<file path="src/design/kbht_pkg.sv">
package kbht_pkg;

  localparam int unsigned SlotsDefault = 64;

  // stored entry layout: valid, percussion, msb, lsb
  localparam int unsigned EntryW = 16;
  localparam int unsigned KeyW   = 15;
  localparam int unsigned HashW  = 15;

  localparam logic [6:0] PercMsb = 7'd127;

  typedef struct packed {
    logic       opcode;
    logic [6:0] bank_msb;
    logic [6:0] bank_lsb;
    logic       percussion;
  } in_word_t;

  typedef struct packed {
    logic       hit;
    logic [5:0] slot_index;
    logic       inserted;
    logic       table_full;
    logic [6:0] entry_count;
  } out_word_t;

  localparam logic OpLookup = 1'b0;
  localparam logic OpInsert = 1'b1;

endpackage

</file>
<file path="src/design/kbht_mem.sv">
module kbht_mem #(
  parameter int unsigned Depth = kbht_pkg::SlotsDefault,
  parameter int unsigned Width = kbht_pkg::EntryW,
  localparam int unsigned AddrW = (Depth > 1) ? $clog2(Depth) : 1
) (
  input  logic             clk_i,
  input  logic             we_i,
  input  logic [AddrW-1:0] waddr_i,
  input  logic [Width-1:0] wdata_i,
  input  logic             re_i,
  input  logic [AddrW-1:0] raddr_i,
  output logic [Width-1:0] rdata_o
);

  logic [Width-1:0] mem [Depth];
  logic [Width-1:0] rdata_q;

  always_ff @(posedge clk_i) begin
    if (we_i) begin
      mem[waddr_i] <= wdata_i;
    end
  end

  always_ff @(posedge clk_i) begin
    if (re_i) begin
      rdata_q <= mem[raddr_i];
    end
  end

  assign rdata_o = rdata_q;

endmodule

</file>
<file path="src/design/kbht_hash.sv">
module kbht_hash #(
  parameter int unsigned Slots = kbht_pkg::SlotsDefault,
  localparam int unsigned AddrW = (Slots > 1) ? $clog2(Slots) : 1
) (
  input  logic                      clk_i,
  input  logic                      rst_ni,
  input  logic                      start_i,
  input  logic [kbht_pkg::KeyW-1:0] key_i,
  output logic                      done_o,
  output logic [AddrW-1:0]          slot_o
);

  localparam int unsigned HashW  = kbht_pkg::HashW;
  localparam bit          IsPow2 = ((Slots & (Slots - 1)) == 0);

  // raw hash: percussion*256 + msb*128 + lsb
  logic [HashW-1:0] hash;
  assign hash = {6'd0, key_i[14], 8'd0} + {1'b0, key_i[13:7], 7'd0} + {8'd0, key_i[6:0]};

  if (IsPow2) begin : g_mask
    logic             done_q;
    logic [AddrW-1:0] slot_q;

    always_ff @(posedge clk_i or negedge rst_ni) begin
      if (!rst_ni) begin
        done_q <= 1'b0;
      end else begin
        done_q <= start_i;
      end
    end

    always_ff @(posedge clk_i) begin
      if (start_i) begin
        slot_q <= hash[AddrW-1:0];
      end
    end

    assign done_o = done_q;
    assign slot_o = slot_q;
  end else begin : g_recip
    // remainder by reciprocal multiplication: capture, quotient, subtract
    localparam int unsigned      Shift  = HashW + AddrW;
    localparam int unsigned      MulW   = HashW + 2;
    localparam int unsigned      ProdW  = HashW + MulW;
    localparam longint unsigned  Recip  = ((64'd1 << Shift) + Slots - 1) / Slots;
    localparam logic [MulW-1:0]  RecipW = MulW'(Recip);
    localparam logic [HashW-1:0] SlotsH = HashW'(Slots);

    logic             s1_q, s2_q, done_q;
    logic [HashW-1:0] h_q;
    logic [HashW-1:0] q_q;
    logic [ProdW-1:0] prod;
    logic [HashW-1:0] qs;
    logic [AddrW-1:0] rem;
    logic [AddrW-1:0] rem_q;

    assign prod = ProdW'(h_q) * ProdW'(RecipW);
    assign qs   = q_q * SlotsH;
    assign rem  = AddrW'(h_q - qs);

    always_ff @(posedge clk_i or negedge rst_ni) begin
      if (!rst_ni) begin
        s1_q   <= 1'b0;
        s2_q   <= 1'b0;
        done_q <= 1'b0;
      end else begin
        s1_q   <= start_i;
        s2_q   <= s1_q;
        done_q <= s2_q;
      end
    end

    always_ff @(posedge clk_i) begin
      if (start_i) begin
        h_q <= hash;
      end
      if (s1_q) begin
        q_q <= HashW'(prod >> Shift);
      end
      if (s2_q) begin
        rem_q <= rem;
      end
    end

    assign done_o = done_q;
    assign slot_o = rem_q;
  end

endmodule

</file>
<file path="src/design/bank_key_hash_table.sv">
// Bank key hash table: an open-addressing table with linear probing that holds
// instrument bank keys (7-bit msb, 7-bit lsb, percussion flag; msb 127 forces
// percussion). Opcode 0 looks a key up, opcode 1 looks it up and inserts it into
// the first empty slot if absent. One result word comes back for every input
// word, with hit, slot, inserted, table_full and the occupied count. Slots are
// never removed, and an insert into a full table reports table_full. The table
// lives in a single-port-write, registered-read memory of SLOTS entries. After
// reset a clearing pass writes every slot empty, one slot a cycle, so the block
// takes no input until the pass ends. An operation is accepted, then its home
// slot is computed (by masking the hash when SLOTS is a power of two, by a
// reciprocal-multiply remainder otherwise), then each probed slot takes a memory
// read and a compare, then the result register is loaded. The probe loop through
// the memory read port sets the rate. The input side takes a new word while a
// finished result still waits in the output register.
module bank_key_hash_table #(
  parameter int unsigned SLOTS = kbht_pkg::SlotsDefault
) (
  input  logic                clk_i,
  input  logic                rst_ni,
  input  logic                in_valid_i,
  output logic                in_ready_o,
  input  kbht_pkg::in_word_t  in_word_i,
  output logic                out_valid_o,
  input  logic                out_ready_i,
  output kbht_pkg::out_word_t out_word_o
);

  localparam int unsigned AddrW  = (SLOTS > 1) ? $clog2(SLOTS) : 1;
  localparam int unsigned CntW   = $clog2(SLOTS + 1);
  localparam int unsigned EntryW = kbht_pkg::EntryW;

  localparam logic [AddrW-1:0] LastSlot  = AddrW'(SLOTS - 1);

  // controller states
  localparam logic [2:0] StClear = 3'd0;
  localparam logic [2:0] StIdle  = 3'd1;
  localparam logic [2:0] StHash  = 3'd2;
  localparam logic [2:0] StRead  = 3'd3;
  localparam logic [2:0] StCmp   = 3'd4;
  localparam logic [2:0] StDone  = 3'd5;

  logic [2:0]        state_q, state_d;
  logic [AddrW-1:0]  pos_q, pos_d;
  logic [AddrW-1:0]  probes_q, probes_d;
  logic [CntW-1:0]   cnt_q, cnt_d;
  logic [EntryW-1:0] key_q, key_d;
  logic              op_q, op_d;
  logic              hit_q, hit_d;
  logic              ins_q, ins_d;
  logic              full_q, full_d;
  logic              out_valid_q, out_valid_d;
  kbht_pkg::out_word_t out_q, out_d;

  logic              in_fire;
  logic              perc;
  logic [AddrW-1:0]  pos_next;

  // memory port
  logic              mem_we;
  logic [EntryW-1:0] mem_wdata;
  logic              mem_re;
  logic [EntryW-1:0] mem_rdata;

  // hash unit
  logic              hash_done;
  logic [AddrW-1:0]  hash_slot;

  // output formatting, widened then cut to the field widths
  logic [31:0]       pos_wide;
  logic [31:0]       cnt_wide;

  assign in_ready_o = (state_q == StIdle);
  assign in_fire    = in_valid_i && in_ready_o;

  assign perc     = in_word_i.percussion || (in_word_i.bank_msb == kbht_pkg::PercMsb);
  assign pos_next = (pos_q == LastSlot) ? '0 : pos_q + AddrW'(1);

  kbht_hash #(
    .Slots (SLOTS)
  ) u_hash (
    .clk_i   (clk_i),
    .rst_ni  (rst_ni),
    .start_i (in_fire),
    .key_i   ({perc, in_word_i.bank_msb, in_word_i.bank_lsb}),
    .done_o  (hash_done),
    .slot_o  (hash_slot)
  );

  kbht_mem #(
    .Depth (SLOTS),
    .Width (EntryW)
  ) u_mem (
    .clk_i   (clk_i),
    .we_i    (mem_we),
    .waddr_i (pos_q),
    .wdata_i (mem_wdata),
    .re_i    (mem_re),
    .raddr_i (pos_q),
    .rdata_o (mem_rdata)
  );

  assign mem_re = (state_q == StRead);

  always_comb begin
    state_d     = state_q;
    pos_d       = pos_q;
    probes_d    = probes_q;
    cnt_d       = cnt_q;
    key_d       = key_q;
    op_d        = op_q;
    hit_d       = hit_q;
    ins_d       = ins_q;
    full_d      = full_q;
    out_valid_d = out_valid_q;
    out_d       = out_q;
    mem_we      = 1'b0;
    mem_wdata   = key_q;

    pos_wide = 32'(pos_q);
    cnt_wide = 32'(cnt_q);

    // result register drains independently of the probe engine
    if (out_valid_q && out_ready_i) begin
      out_valid_d = 1'b0;
    end

    case (state_q)
      StClear: begin
        // clearing pass: empty every slot once after reset
        mem_we    = 1'b1;
        mem_wdata = '0;
        pos_d     = pos_next;
        if (pos_q == LastSlot) begin
          state_d = StIdle;
        end
      end
      StIdle: begin
        if (in_fire) begin
          key_d   = {1'b1, perc, in_word_i.bank_msb, in_word_i.bank_lsb};
          op_d    = in_word_i.opcode;
          hit_d   = 1'b0;
          ins_d   = 1'b0;
          full_d  = 1'b0;
          state_d = StHash;
        end
      end
      StHash: begin
        if (hash_done) begin
          pos_d    = hash_slot;
          probes_d = '0;
          state_d  = StRead;
        end
      end
      StRead: begin
        state_d = StCmp;
      end
      StCmp: begin
        if (mem_rdata == key_q) begin
          hit_d   = 1'b1;
          state_d = StDone;
        end else if (!mem_rdata[EntryW-1]) begin
          // empty slot ends the probe; an empty slot means room is left
          if (op_q == kbht_pkg::OpInsert) begin
            mem_we = 1'b1;
            cnt_d  = cnt_q + CntW'(1);
            ins_d  = 1'b1;
          end
          state_d = StDone;
        end else if (probes_q == LastSlot) begin
          // wrapped all the way round without a match or a hole
          full_d  = (op_q == kbht_pkg::OpInsert);
          state_d = StDone;
        end else begin
          pos_d    = pos_next;
          probes_d = probes_q + AddrW'(1);
          state_d  = StRead;
        end
      end
      StDone: begin
        if (!out_valid_q || out_ready_i) begin
          out_valid_d            = 1'b1;
          out_d.hit              = hit_q;
          out_d.slot_index       = (hit_q || ins_q) ? pos_wide[5:0] : 6'd0;
          out_d.inserted         = ins_q;
          out_d.table_full       = full_q;
          out_d.entry_count      = cnt_wide[6:0];
          state_d                = StIdle;
        end
      end
      default: begin
        state_d = StIdle;
      end
    endcase
  end

  always_ff @(posedge clk_i or negedge rst_ni) begin
    if (!rst_ni) begin
      state_q     <= StClear;
      pos_q       <= '0;
      probes_q    <= '0;
      cnt_q       <= '0;
      out_valid_q <= 1'b0;
    end else begin
      state_q     <= state_d;
      pos_q       <= pos_d;
      probes_q    <= probes_d;
      cnt_q       <= cnt_d;
      out_valid_q <= out_valid_d;
    end
  end

  always_ff @(posedge clk_i) begin
    key_q  <= key_d;
    op_q   <= op_d;
    hit_q  <= hit_d;
    ins_q  <= ins_d;
    full_q <= full_d;
    out_q  <= out_d;
  end

  assign out_valid_o = out_valid_q;
  assign out_word_o  = out_q;

endmodule

</file>
<file path="config.mk">
export PLATFORM = sky130hd
export DESIGN_NAME = bank_key_hash_table
export DESIGN_NICKNAME = d
export VERILOG_FILES = /design/src/design/kbht_pkg.sv /design/src/design/kbht_mem.sv /design/src/design/kbht_hash.sv /design/src/design/bank_key_hash_table.sv
export SDC_FILE = /design/constraint.sdc
export NUM_CORES = 1
export LEC_CHECK = 0
export BUFFER_PORTS_ARGS = -buffer_cell sky130_fd_sc_hd__buf_2
export CAP_MARGIN = 5
export CELL_PAD_IN_SITES_DETAIL_PLACEMENT = 1
export CELL_PAD_IN_SITES_GLOBAL_PLACEMENT = 1
export CORE_MARGIN = 1.5
export CORE_UTILIZATION = 30
export CTS_BUF_LIST = sky130_fd_sc_hd__clkbuf_4 sky130_fd_sc_hd__clkbuf_8
export DETAILED_ROUTE_END_ITERATION = 8
export PLACE_DENSITY_LB_ADDON = 0.1
export SYNTH_ARGS = -nofsm -noshare
export SYNTH_HDL_FRONTEND = slang
export SYNTH_SLANG_ARGS = --single-unit
</file>
<file path="constraint.sdc">
create_clock -name clk_i -period 4.5 [get_ports clk_i]
set_input_delay 0.675 -clock clk_i [delete_from_list [all_inputs] [get_ports clk_i]]
set_output_delay 0.675 -clock clk_i [all_outputs]
set_load 0.01 [all_outputs]
</file>
==> results.md <==
- Die W: 381 µm
- Kind of critical path: register to register
- Most frequent cells in the layout: 1075 x edfxtp_1, 196 x clkbuf_8, 173 x buf_4
- Crit start category: register
- WL per Instance: 33.6 µm
- Worst-Margin Slew: 1.11 ns
- Post-CTS resize count: 0
- Max Root-Sink Buffers: 3
- Worst rel slew slack: 24.0%
- Hold buffers post-CTS: 18
- Setup Fix Bufs, Post-CTS: 0
- Gate power share: 36.5%
- Vias in the first global route: 26000
- Syn nets: 2406
- DRC viols: 0
- Skew-Pair Late Insertion Delay: 0.93 ns
- Clk sinks: 1099
- Row cnt: 138
- Cell Area, Synth: 42800 µm²
- Data arrival, critical path: 4.49 ns
- HPWL Detailed: 96.3 mm
- Req. time, crit path: 5.14 ns
- NetSw: 14.2 mW
- Netlist cell types: 64
- Period utilisation layout: 85.6%
- Core area: 142000 µm²
- Drt via density: 5.25
- Clock power frac: 24.8%
- Fmax: 260 MHz
- Synthesis warning total: 0
- Reg2reg path depth: 6
- Post-layout min period: 3.85 ns
- Max-slew violations: 0
- Clk pin slew, worst setup/hold paths: 0.06 ns
- Pleak: 16.6 nW
- Unrepaired setup endpoints after global routing: false
- CP Capture Type: register
- Internal power: 22.0 mW
- Initial Utilization: 30.2%
- Die height: 381 µm
- Initial DRC Count: 2434
- Clock skew: 0.0408 ns
- Hold path depth: 3
- Post-synth EDFFs: 1075
- Grt total ovfl: 0
- GRT Util Overall: 21.7%
- Maximum fanout along the worst path: 29
- Outcome: complete, no violations
- Synth async-reset ratio: 2.18%
- Port Buffers: 37
- Area Overhead vs Synth: 17.6%
- DRT Wirelength: 158 mm
- Vias: 24700
- Sequential share of power: 38.7%
- Initial antenna violation count: 9
- Setup violations, final: 0
- Drt first pass iters: 6
- TritonCTS clock tree: built
- First-pass GRT wire length: 218 mm
- Final nets: 2692
- Sequential area share after synthesis: 76.9%
- Num ports: 38
- HP Class: input pin to register
- Post-DP Area: 46500 µm²
- Net Sw Frac: 39.3%
- Die area: 145000 µm²
- Peak supply drop: 0.693 mV
- Fin. Hold Viols: 0
- Syn Area/Cell: 17.9 µm²
- Largest net degree at the start of global routing: 65
- Root buffer cell: clkbuf_8
- Syn Inst Count: 2383
- Setup TNS Final: 0 ns
- Antenna Nets Post-Route: 0
- Top_reg_cell synth: edfxtp_1
- H-Tree Depth: 4
- #FFs+latches synth: 1099
- Final Wtd Congestion: 0.822
- Max Cap Viol: 0
- Most common cell after layout, fill and taps aside: edfxtp_1
- P per Cell Area: 720 nW/µm²
- Share of cells above drive strength 1: 26.5%
- Final instance area: 50300 µm²
- Num CTS Buffers: 193
logic make-up after synthesis:
group | count (synthesis) | share of synthesized area [%]
and+or+nand+nor | 301 | 3.35
DFF | 1099 | 76.9
xor gates and xnor gates | 21 | 0.430
AOI/OAI and AO/OA | 504 | 8.43
buffers and inverters | 161 | 1.88
muxes | 294 | 8.94
adders and majority gates | 3 | 0.0878
power groups by stage:
stage	Clock, mW	Sequential (mW)	Combinational, mW
floorplan	0	13.8	6.55
global placement	0	14.2	13.2
detailed placement	0	14.2	13.3
CTS	9.27	14.0	13.4
global route	9.63	14.1	13.7
finish	8.99	14.0	13.2
cells in the mapped netlist (10+ instances only):
library cell / n / area (µm²)
nand2_1: 64 / 240
edfxtp_1: 1075 / 32300
buf_4: 21 / 158
nand4_1: 11 / 68.8
mux2i_1: 132 / 1320
nor2b_1: 29 / 181
a21oi_1: 71 / 355
clkbuf_1: 69 / 259
a221oi_1: 103 / 902
a31oi_1: 11 / 68.8
nand2b_1: 10 / 62.6
a221o_1: 18 / 180
a22o_1: 18 / 158
a222oi_1: 12 / 120
nor2_1: 122 / 458
buf_2: 44 / 220
o22ai_1: 57 / 357
o22a_1: 10 / 87.6
xnor2_1: 20 / 175
nand3_1: 18 / 90.1
mux4_2: 60 / 1350
o21ai_0: 74 / 370
a22oi_1: 76 / 571
buf_1: 12 / 45.0
dfrtp_1: 24 / 601
o211ai_1: 11 / 82.6
mux2_2: 101 / 1140
state kept, by name (all words and copies together), names as in the netlist, 3 cells and up:
signal and cells:
cnt_q 7, key_q 10, out_word_o 16, pos_q 6, probes_q 6, state_q 3
u_hash.slot_o 5, u_mem.mem 1024, u_mem.rdata_o 16
area by class of cell:
class / instances / area [µm²]
timing repair buffer: 246 / 2020
sequential: 1099 / 32900
fill: 14200 / 91300
clock inverter: 86 / 532
clock buffer: 253 / 3130
multi-input combinational: 1123 / 9330
antenna: 9 / 22.5
tap: 1890 / 2360
inverter: 6 / 25.0
through the flow:
stage	std cells	setup WS, ns	total power [mW]	util, %	hold WS [ns]
CTS	4703	0.656	36.6	35.5	0.0164
detailed placement	4346	0.663	27.5	32.8	0.413
global route	4706	0.588	37.4	35.5	0.104
floorplan	2383	1.35	20.4	-	0.379
finish	4712	0.647	36.2	35.5	0.122
global placement	4346	0.705	27.4	32.8	0.415
worst paths after layout:
| kind | to | slack, ns | startpoint |
|---|---|---|---|
| worst max-delay path | u_mem.rdata_o[14]$_DFFE_PP_ | 0.65 | pos_q[0]$_DFFE_PN0P_ |
| worst min-delay path | state_q[0]$_DFFE_PN0P_ | 0.12 | in_valid_i |
| worst max register to register | u_mem.rdata_o[14]$_DFFE_PP_ | 0.65 | pos_q[0]$_DFFE_PN0P_ |
| worst min register to register | out_word_o[7]$_DFFE_PP_ | 0.43 | full_q$_SDFFCE_PN0P_ |
| max in group asynchronous | pos_q[2]$_DFFE_PN0P_ | 3.65 | rst_ni |
| min in group asynchronous | out_valid_o$_DFF_PN0_ | 0.34 | rst_ni |
critical path: stages, from the launching register on:
cell	delay [ns]
dfrtp_4	0.84
buf_4	0.54
mux2_2	0.39
a222oi_1	0.44
o21ai_0	0.47
a222oi_1	0.65
nand4_1	0.17
routing by layer:
layer / wire (µm) / global-route usage (%)
met5: 0 / 0
met1: 70800 / 29.9
met2: 74400 / 34.8
met4: 3660 / 6.06
met3: 9370 / 4.37
Note: power is estimated with default switching activity, not from simulation.
